[src/rtl/leib_pkg.sv]
package leib_pkg;

  localparam int unsigned BUFFER_DEPTH = 128;
  localparam int unsigned SLOT_W       = $clog2(BUFFER_DEPTH);
  localparam int unsigned IDX_W        = SLOT_W + 1;

  localparam logic [7:0] KEY_NUL    = 8'h00;
  localparam logic [7:0] KEY_CTRL_D = 8'h04;
  localparam logic [7:0] KEY_BS     = 8'h08;
  localparam logic [7:0] KEY_LF     = 8'h0a;
  localparam logic [7:0] KEY_CR     = 8'h0d;
  localparam logic [7:0] KEY_CTRL_P = 8'h10;
  localparam logic [7:0] KEY_CTRL_U = 8'h15;
  localparam logic [7:0] KEY_CTRL_Z = 8'h1a;
  localparam logic [7:0] KEY_DEL    = 8'h7f;

  localparam logic OP_KEY = 1'b0;
  localparam logic OP_POP = 1'b1;

  typedef enum logic [2:0] {
    ST_OK      = 3'd0,
    ST_IGNORED = 3'd1,
    ST_READ    = 3'd2,
    ST_EOF     = 3'd3,
    ST_EMPTY   = 3'd4
  } status_e;

  typedef struct packed {
    logic       opcode;
    logic [7:0] key_code;
    logic       request_started;
  } in_t;

  typedef struct packed {
    status_e    status;
    logic       echo_valid;
    logic [7:0] echo_char;
    logic [7:0] erase_count;
    logic [7:0] read_byte;
    logic       line_end;
  } out_t;

  typedef struct packed {
    logic              wr_en;
    logic [SLOT_W-1:0] wr_addr;
    logic [7:0]        wr_data;
    logic              rd_en;
    logic [SLOT_W-1:0] rd_addr;
  } mem_req_t;

endpackage

[src/rtl/leib_ring.sv]
module leib_ring (
  input  logic               clk_i,
  input  leib_pkg::mem_req_t req_i,
  output logic [7:0]         rd_data_o
);
  import leib_pkg::*;

  logic [7:0] mem_q [BUFFER_DEPTH];
  logic [7:0] rd_data_q;

  always_ff @(posedge clk_i) begin
    if (req_i.wr_en) begin
      mem_q[req_i.wr_addr] <= req_i.wr_data;
    end
    if (req_i.rd_en) begin
      rd_data_q <= mem_q[req_i.rd_addr];
    end
  end

  assign rd_data_o = rd_data_q;

endmodule

[src/rtl/leib_ctrl.sv]
module leib_ctrl (
  input  logic               clk_i,
  input  logic               rst_ni,
  input  logic               in_valid_i,
  output logic               in_stall_o,
  input  leib_pkg::in_t      in_i,
  output logic               res_valid_o,
  input  logic               res_stall_i,
  output leib_pkg::out_t     res_o,
  output leib_pkg::mem_req_t mem_req_o,
  input  logic [7:0]         mem_rdata_i
);
  import leib_pkg::*;

  typedef enum logic [3:0] {
    S_IDLE = 4'b0001,
    S_KILL = 4'b0010,
    S_POP  = 4'b0100,
    S_HOLD = 4'b1000
  } state_e;

  state_e           state_q, state_d;
  logic [IDX_W-1:0] rd_q, rd_d;
  logic [IDX_W-1:0] cm_q, cm_d;
  logic [IDX_W-1:0] ed_q, ed_d;
  logic [IDX_W-1:0] erase_q, erase_d;
  logic             started_q, started_d;
  out_t             res_q, res_d;
  mem_req_t         mem_req;

  logic [IDX_W-1:0] ed_m1;
  logic [IDX_W-1:0] ed_m2;
  logic [IDX_W-1:0] fill;
  logic [IDX_W-1:0] fill_inc;
  logic [IDX_W-1:0] cm_fill;
  logic [7:0]       key_char;

  assign ed_m1    = ed_q - 1'b1;
  assign ed_m2    = ed_q - IDX_W'(2);
  assign fill     = ed_q - rd_q;
  assign fill_inc = fill + 1'b1;
  assign cm_fill  = cm_q - rd_q;
  assign key_char = (in_i.key_code == KEY_CR) ? KEY_LF : in_i.key_code;

  always_comb begin
    state_d   = state_q;
    rd_d      = rd_q;
    cm_d      = cm_q;
    ed_d      = ed_q;
    erase_d   = erase_q;
    started_d = started_q;
    res_d     = res_q;
    mem_req   = '0;

    case (state_q)
      S_IDLE: begin
        if (in_valid_i) begin
          res_d        = '0;
          res_d.status = ST_IGNORED;
          started_d    = in_i.request_started;
          erase_d      = '0;
          state_d      = S_HOLD;
          if (in_i.opcode == OP_KEY) begin
            if (in_i.key_code inside {KEY_CTRL_Z, KEY_CTRL_P, KEY_NUL}) begin
              // consumed without effect
            end else if (in_i.key_code == KEY_CTRL_U) begin
              if (ed_q != cm_q) begin
                mem_req.rd_en   = 1'b1;
                mem_req.rd_addr = ed_m1[SLOT_W-1:0];
                state_d         = S_KILL;
              end
            end else if (in_i.key_code inside {KEY_BS, KEY_DEL}) begin
              if (ed_q != cm_q) begin
                ed_d              = ed_m1;
                res_d.erase_count = 8'd1;
                res_d.status      = ST_OK;
              end
            end else if (!fill[IDX_W-1]) begin
              mem_req.wr_en    = 1'b1;
              mem_req.wr_addr  = ed_q[SLOT_W-1:0];
              mem_req.wr_data  = key_char;
              ed_d             = ed_q + 1'b1;
              res_d.echo_valid = 1'b1;
              res_d.echo_char  = key_char;
              res_d.status     = ST_OK;
              // commit on newline, end of file or a full ring
              if (key_char == KEY_LF || key_char == KEY_CTRL_D ||
                  fill_inc == IDX_W'(BUFFER_DEPTH)) begin
                cm_d = ed_q + 1'b1;
              end
            end
          end else begin
            if (rd_q == cm_q) begin
              res_d.status = ST_EMPTY;
            end else begin
              mem_req.rd_en   = 1'b1;
              mem_req.rd_addr = rd_q[SLOT_W-1:0];
              state_d         = S_POP;
            end
          end
        end
      end

      S_KILL: begin
        // one erased byte per cycle; stop at a newline or the commit point
        if (mem_rdata_i != KEY_LF) begin
          ed_d    = ed_m1;
          erase_d = erase_q + 1'b1;
          if (ed_m1 != cm_q) begin
            mem_req.rd_en   = 1'b1;
            mem_req.rd_addr = ed_m2[SLOT_W-1:0];
          end else begin
            state_d = S_HOLD;
          end
        end else begin
          state_d = S_HOLD;
        end
        res_d.erase_count = 8'(erase_d);
        res_d.status      = (erase_d != '0) ? ST_OK : ST_IGNORED;
      end

      S_POP: begin
        if (mem_rdata_i == KEY_CTRL_D) begin
          // push back when the request already got bytes
          if (!started_q) begin
            rd_d = rd_q + 1'b1;
          end
          res_d.status = ST_EOF;
        end else begin
          rd_d           = rd_q + 1'b1;
          res_d.status   = ST_READ;
          res_d.read_byte = mem_rdata_i;
          res_d.line_end = (mem_rdata_i == KEY_LF);
        end
        state_d = S_HOLD;
      end

      S_HOLD: begin
        if (!res_stall_i) begin
          state_d = S_IDLE;
        end
      end

      default: state_d = S_IDLE;
    endcase
  end

  always_ff @(posedge clk_i or negedge rst_ni) begin
    if (!rst_ni) begin
      state_q   <= S_IDLE;
      rd_q      <= '0;
      cm_q      <= '0;
      ed_q      <= '0;
      erase_q   <= '0;
      started_q <= 1'b0;
    end else begin
      state_q   <= state_d;
      rd_q      <= rd_d;
      cm_q      <= cm_d;
      ed_q      <= ed_d;
      erase_q   <= erase_d;
      started_q <= started_d;
    end
  end

  always_ff @(posedge clk_i) begin
    res_q <= res_d;
  end

  assign in_stall_o  = (state_q != S_IDLE);
  assign res_valid_o = (state_q == S_HOLD);
  assign res_o       = res_q;
  assign mem_req_o   = mem_req;

`ifndef SYNTHESIS
  a_fill_bound: assert property (@(posedge clk_i) disable iff (!rst_ni)
    fill <= IDX_W'(BUFFER_DEPTH))
    else $error("ring holds more bytes than its depth");

  a_commit_order: assert property (@(posedge clk_i) disable iff (!rst_ni)
    cm_fill <= fill)
    else $error("commit index passed edit index");

  a_read_only_pop: assert property (@(posedge clk_i) disable iff (!rst_ni)
    (rd_q != $past(rd_q)) |-> ($past(state_q) == S_POP))
    else $error("read index moved outside a pop");

  a_write_on_accept: assert property (@(posedge clk_i) disable iff (!rst_ni)
    mem_req.wr_en |-> (state_q == S_IDLE && in_valid_i && in_i.opcode == OP_KEY))
    else $error("ring written without an accepted key beat");
`endif

endmodule

[src/rtl/line_editing_input_buffer.sv]
// Flow: a key or empty read is accepted in S_IDLE, its result is registered in S_HOLD
// and then in the output register; a pop reads the ring in S_POP before S_HOLD, and a
// Ctrl-U line kill walks S_KILL at one erased byte per cycle before S_HOLD. A new item
// is taken once the last result leaves S_HOLD, also while one waits at the output.
// Reset: read, commit and edit indices clear to zero; the ring contents are not cleared.
module line_editing_input_buffer (
  input  logic           clk_i,
  input  logic           rst_ni,
  input  logic           in_valid_i,
  output logic           in_stall_o,
  input  leib_pkg::in_t  in_i,
  output logic           out_valid_o,
  input  logic           out_stall_i,
  output leib_pkg::out_t out_o
);
  import leib_pkg::*;

  mem_req_t   mem_req;
  logic [7:0] mem_rdata;
  logic       res_valid;
  logic       res_stall;
  out_t       res;
  logic       out_valid_q;
  out_t       out_q;

  leib_ring u_ring (
    .clk_i     (clk_i),
    .req_i     (mem_req),
    .rd_data_o (mem_rdata)
  );

  leib_ctrl u_ctrl (
    .clk_i       (clk_i),
    .rst_ni      (rst_ni),
    .in_valid_i  (in_valid_i),
    .in_stall_o  (in_stall_o),
    .in_i        (in_i),
    .res_valid_o (res_valid),
    .res_stall_i (res_stall),
    .res_o       (res),
    .mem_req_o   (mem_req),
    .mem_rdata_i (mem_rdata)
  );

  // hold the result beat until the sink takes it
  assign res_stall = out_valid_q && out_stall_i;

  always_ff @(posedge clk_i or negedge rst_ni) begin
    if (!rst_ni) begin
      out_valid_q <= 1'b0;
    end else if (res_valid && !res_stall) begin
      out_valid_q <= 1'b1;
    end else if (!out_stall_i) begin
      out_valid_q <= 1'b0;
    end
  end

  always_ff @(posedge clk_i) begin
    if (res_valid && !res_stall) begin
      out_q <= res;
    end
  end

  assign out_valid_o = out_valid_q;
  assign out_o       = out_q;

endmodule
[config.mk]
export PLATFORM = sky130hd
export DESIGN_NAME = line_editing_input_buffer
export DESIGN_NICKNAME = d
export VERILOG_FILES = /design/src/rtl/leib_pkg.sv /design/src/rtl/leib_ring.sv /design/src/rtl/leib_ctrl.sv /design/src/rtl/line_editing_input_buffer.sv
export SDC_FILE = /design/constraint.sdc
export NUM_CORES = 2
export LEC_CHECK = 0
export ABC_AREA = 1
export BUFFER_PORTS_ARGS = -buffer_cell sky130_fd_sc_hd__buf_2
export CORE_MARGIN = 8
export CORE_UTILIZATION = 49
export CTS_CLUSTER_DIAMETER = 40
export DETAILED_ROUTE_END_ITERATION = 10
export HOLD_SLACK_MARGIN = 0.15
export PLACE_DENSITY = 0.74
export SLEW_MARGIN = 20
export SYNTH_ARGS = -nofsm -noshare
export SYNTH_HDL_FRONTEND = slang
export SYNTH_SLANG_ARGS = --single-unit
[constraint.sdc]
create_clock -name clk_i -period 7.09 [get_ports clk_i]
set_input_delay 0.709 -clock clk_i [delete_from_list [all_inputs] [get_ports clk_i]]
set_output_delay 0.709 -clock clk_i [all_outputs]
set_load 0.02 [all_outputs]
### Word level (Yosys, flattened, before mapping)

Memory sizes are Yosys's and may differ from the RTL's. A register that Yosys moved wholly into a read port is not among the register bits.
Index checks and enable logic that the tools add are counted.

| storage, ports and cells | value |
|---|---|
| flip-flop bits (word level) | 96 |
| bits in writable memories | 1024 |
| bits of input ports | 14 |
| output and inout port bits | 31 |
| memories kept | 1 |

| cells by class | value |
|---|---|
| $add $sub $neg | 7 |
| eq/ne operators | 32 |
| multiplexer cells | 62 |
| bitwise logic cells | 5 |
| reductions and logical operators | 22 |

Memory list:

| name | depth | width | read ports | clocked after memory_dff | wr ports | RTL line | source |
|---|---|---|---|---|---|---|---|
| u_ring.mem_q | 128 | 8 | 1 | 1 | 1 | leib_ring.sv:8 | `logic [7:0] mem_q [BUFFER_DEPTH];` |

Operators by type and width:

| cell | count |
|---|---|
| $mux W8 | 20 |
| $mux W16 | 5 |
| $pmux W8 S2 | 4 |
| $mux W24 | 2 |
| $mux W20 | 2 |
| $mux W4 | 9 |
| $add A8 B1 Y8 const B | 4 |
| $eq A8 B4 Y1 const B | 4 |
| $mux W29 | 1 |
| $eq A8 B5 Y1 const B | 3 |
| $mux W9 | 2 |
| $pmux W9 S2 | 1 |
| $mux W17 | 1 |
| $eq A8 B3 Y1 const B | 2 |
| $ne A8 B8 Y1 | 2 |
| $pmux W4 S4 | 1 |
| $reduce_and A8 Y1 | 2 |
| $ne A2 B2 Y1 const B | 7 |
| $mux W1 | 10 |
| $mux W10 | 1 |
| $pmux W3 S3 | 1 |
| $eq A8 B7 Y1 const B | 1 |
| $eq A8 B8 Y1 | 1 |
| $eq A8 B8 Y1 const B | 1 |
| 25 further kinds | 41 |

### Logic depth before layout (Yosys ltp)

| logic depth | value |
|---|---|
| depth after elaboration | 11 |
| depth in mapped cells | 25 |
| mapped depth without buffers | 22 |

### By module

Synthesis repeated with hierarchy kept, for this count alone.

| second synthesis, totals | value |
|---|---|
| cell total of the unflattened synthesis | 4230 |
| area, all modules | 47763.3 um^2 |

By module, submodules not included:

| module | instances | cells each | area an instance (um^2) | sequential area each (um^2) |
|---|---|---|---|---|
| leib_ring | 1 | 3575 | 42184.2 | 30989.7 |
| leib_ctrl | 1 | 620 | 4663.2 | 1798.0 |
| line_editing_input_buffer | 1 | 35 | 915.9 | 895.9 |

### Least setup slack after synthesis

OpenSTA, ideal clock, no wires.

| path | value |
|---|---|
| kind | reg-to-reg |
| start | reg u_ctrl.rd_q[2] |
| end | mem u_ring.mem_q[0][6] (data pin) |
| setup time | 1152 ps |
| data arrival time | 6655 ps |
| data required time | 5938 ps |
| slack | -717 ps |
| cell stages (with the launch flop) | 11 |
| path buffers | 1 |
| clock period less this slack | 7807 ps |
| cells stage by stage | dfrtp_1 > inv_1 > ha_1 > a21oi_1 > nand2_1 > nand4_1 > o211ai_1 > xnor2_1 > nand3_2 > clkbuf_1 > nor3_1 |

RTL lines:

| item | RTL line | source |
|---|---|---|
| start, declared | leib_ctrl.sv:23 | `logic [IDX_W-1:0] rd_q, rd_d;` |
| start signal, assigned | leib_ctrl.sv:158 | `rd_q <= rd_d;` |
| end, declared | leib_ring.sv:8 |  |

### Worst setup path in the final report

| path | value |
|---|---|
| start | reg u_ctrl.ed_q[0] |
| end | reg u_ring.rd_data_q[2] (netlist: u_ring.rd_data_o[2]), read port of u_ring.mem_q (data pin) |

| between the ends | value |
|---|---|
| cells in the longest elaborated chain, start to end | 7 |
| elaborated cells on any way between the ends | 12 |
| those cells by class | 2 x add/sub; 2 x eq/ne; 8 x mux |

Ends and longest elaborated chain:

| item | RTL line | source |
|---|---|---|
| start, declared | leib_ctrl.sv:25 | `logic [IDX_W-1:0] ed_q, ed_d;` |
| start signal, assigned | leib_ctrl.sv:153 | `ed_q <= '0;` |
| start signal, assigned | leib_ctrl.sv:160 | `ed_q <= ed_d;` |
| $sub A8 B1 Y8 (*) | leib_ctrl.sv:38 | `assign ed_m1 = ed_q - 1'b1;` |
| via u_ctrl.ed_m1[0] | leib_ctrl.sv:31 | `logic [IDX_W-1:0] ed_m1;` |
| $mux W8 | leib_ctrl.sv:67 | `if (ed_q != cm_q) begin` |
| $mux W8 | leib_ctrl.sv:66 | `end else if (in_i.key_code == KEY_CTRL_U) begin` |
| $mux W24 | leib_ctrl.sv:64 | `if (in_i.key_code inside {KEY_CTRL_Z, KEY_CTRL_P, KEY_NUL}) begin` |
| $mux W8 | leib_ctrl.sv:63 | `if (in_i.opcode == OP_KEY) begin` |
| $mux W24 | leib_ctrl.sv:57 | `if (in_valid_i) begin` |
| $pmux W8 S2 (*) | leib_ctrl.sv:55 | `case (state_q)` |
| end, declared | leib_ring.sv:9 | `logic [7:0] rd_data_q;` |

The timed path passes the listed nets; every way through them passes the cells marked *.
A chain may end at the register's enable or synchronous reset.

==> results.cfg <==
[outcome]
status = complete, no violations

[sta]
fmax_mhz = 188
clock_skew_ns = 0.0314
setup_slack_ns = 1.78
finalCritPeriodShare_pct = 74.9
rsz0062_at_grt = no
slew_viol_final = 0
slew-limit-headroom_pct = 16.8
finalSetupViolCount = 0
fin_crit_ns = 5.31
holdWs_ns = 0.199
tightest_slew_ns = 1.25
fin_tns_setup_ns = 0
hold_viol_final = 0

[power_and_ir_drop]
ir_worst_vdd_mv = 0.230
power_density_mw_per_mm2 = 301
leakagePower_uw = 0.0222

[detailed_routing]
vias_per_cell = 5.70
routed_wl_mm = 134
wl_per_cell_um = 21.6
drtAntennaViolNets = 0
post-route-drc-count = 0
firstDrtPassIters = 6
dr_total_vias = 35360
first_iter_violations = 4848

[floorplanning]
io_pins = 45
start_util_pct = 49.4
die_y_um = 339
num_rows = 118
dieWidth_um = 339
dieArea_mm2 = 0.115
core_mm2 = 0.103

[cts]
cts.clk_slew.worst_paths_ns = 0.06
clock_path_buffers = 3
htreeDepth = 4
cts.sinks = 1128
cts_hold_buf = 1
cts_tree = built
cts_setup_buffers = 0
root_buffer = clkbuf_16
clk_latency_ns = 0.75
cts_repair_resize_count = 0
cts_buffers = 136

[worst_setup_path]
crit_required_ns = 7.69
worst-path-buf-inv = 4
critical_path.top_delay_family = simple AND/OR/NAND/NOR gates
path_class = reg -> reg
crit_arrival_ns = 5.91
critPathSlowestCell = inv_8
crit_path_end_kind = flop
start_kind = flop
worstPathCellList = inv_2 -> ha_1 -> nand2_1 -> inv_1 -> nor2_1 -> nand2_1 -> nor2_1 -> nand2_1 -> nor2_1 -> nand3_2 -> nand3_1 -> nand2_8 -> inv_8 -> buf_12 -> nand3_1 -> nand3_1 -> nand3_1 -> nand3_1 -> nand3_1 -> nand2_1 -> nand2_1 -> nand2_1
max_stage_delay_ns = 0.92
cp_max_fo = 137

[synth]
yosys_most_used_dff = edfxtp_1
synth_seq_cells = 1128
synth_nets = 4806
synthTopCellsByArea = edfxtp_1, nand3_1, nand2_1
synth.yosys.warnings = 0
yosys.area.top_type_share_pct = 64.0
ys_types = 47
yosysTopAreaCell = edfxtp_1
syn_avg_cell_area_um2 = 10.7
synth-edff-count = 1090
async_flop_share_pct = 3.37
netlist_area_mm2 = 0.0512
synth_cells = 4777
synth-seq-area-share_pct = 65.8

[place]
dp_slack_ns = 1.93
numPortBuffers = 44
place_congestion = 0.917
dp_hpwl_mm = 72.5

[run]
max_cap_violations = 0

[final_layout]
diodes = 0
final_layout_size_suffix_gt1_share_pct = 7.40
final_common_cell = edfxtp_1
syn_to_final_growth_pct = 10.8
layout.nets = 4749
post-route-util_pct = 54.8
layout_common_cells = edfxtp_1, nand3_1, nand2_1

[global_route]
grt_max_degree = 228
grt_pass1_wl_mm = 203
grt_usage_pct = 22.6
grt_overflow_total = 0
antenna_found_initial = 2
grt_pass1_vias = 33789

[min_path]
hp-class = in -> reg
==> registers in the layout, summed over array words and instances (netlist names) <==
register,count
out_valid_o,1
u_ctrl.cm_q,8
out_o,29
u_ctrl.state_q,4
u_ring.mem_q,1024
u_ctrl.erase_q,8
u_ctrl.ed_q,8
u_ring.rd_data_o,8
u_ctrl.started_q,1
u_ctrl.res_o,29
u_ctrl.rd_q,8
==> metal layers <==
metal / vias to the layer above / GRT usage [%] / wire, µm
li1: 16058 / - / -
met1: 16977 / 29.7 / 51500
met2: 1996 / 36.5 / 63700
met3: 327 / 4.59 / 13500
met4: 2 / 9.62 / 5510
met5: - / 0 / 13
==> worst paths after layout <==
check | startpoint | slack [ns] | cells after the start | to
max reg2reg | u_ctrl.ed_q[0]$_DFFE_PN0P_ | 1.78 | 22 | u_ring.rd_data_o[2]$_DFFE_PP_
min | in_i[0] | 0.20 | 3 | u_ctrl.started_q$_DFFE_PN0P_
min reg2reg | u_ctrl.res_o[24]$_SDFFCE_PP0P_ | 0.41 | 0 | out_o[24]$_DFFE_PP_
max in group asynchronous | rst_ni | 5.81 | 2 | u_ctrl.cm_q[5]$_DFFE_PN0P_
max | u_ctrl.ed_q[0]$_DFFE_PN0P_ | 1.78 | 22 | u_ring.rd_data_o[2]$_DFFE_PP_
min in group asynchronous | rst_ni | 0.66 | 2 | out_valid_o$_DFFE_PN0P_
==> through the flow <==
| step | area (µm²) | total power (µW) | instances |
|---|---|---|---|
| finish | 56700 | 17100 | 6204 |
| global route | 56700 | 17600 | 6204 |
| floorplan | 51200 | 9630 | 4777 |
| detailed placement | 52300 | 10400 | 5960 |
| CTS | 56700 | 17100 | 6203 |
| global placement | 52300 | 10400 | 5960 |
==> power breakdown <==
part	leakage, µW	switching [µW]	internal [µW]
clock network	0.00212	2830	3920
logic	0.00973	1870	712
registers	0.0103	168	7570
==> tightest hold or removal path, cell delays in order <==
cell and delay [ns]:
buf_2 0.08, nand2_1 0.05, nand2_1 0.06
==> final cells by class <==
class                      instances  area [µm²]
fill                            8391       46800
sequential                      1128       33700
multi-input combinational       2598       13200
clock buffer                     166        3610
inverter                         770        2910
tap                             1380        1730
clock inverter                    76         774
timing repair buffer              86         758
==> synthesized netlist by cell type (7+ instances only) <==
| cell | n |
|---|---|
| edfxtp_1 | 1090 |
| nand3_1 | 1070 |
| nand2_1 | 793 |
| inv_1 | 749 |
| nand3b_1 | 336 |
| buf_2 | 233 |
| nor2_1 | 198 |
| dfrtp_1 | 37 |
| xor2_1 | 31 |
| clkbuf_1 | 24 |
| o21ai_0 | 22 |
| nor3_1 | 20 |
| buf_4 | 19 |
| inv_2 | 18 |
| a21oi_1 | 16 |
| ha_1 | 14 |
| nand4_1 | 14 |
| xnor2_1 | 14 |
| o211ai_1 | 9 |
| o22ai_1 | 7 |
==> cells by family after synthesis <==
family | count (synthesis) | share of synthesized area (%)
and+or+nand+nor | 2465 | 23.6
DFF | 1128 | 65.8
buffers and inverters | 1051 | 8.50
AOI/OAI and AO/OA | 72 | 0.861
xor gates and xnor gates | 45 | 0.770
adders and majority gates | 15 | 0.381
muxes | 1 | 0.0220
(Power assumes the default switching activity.)
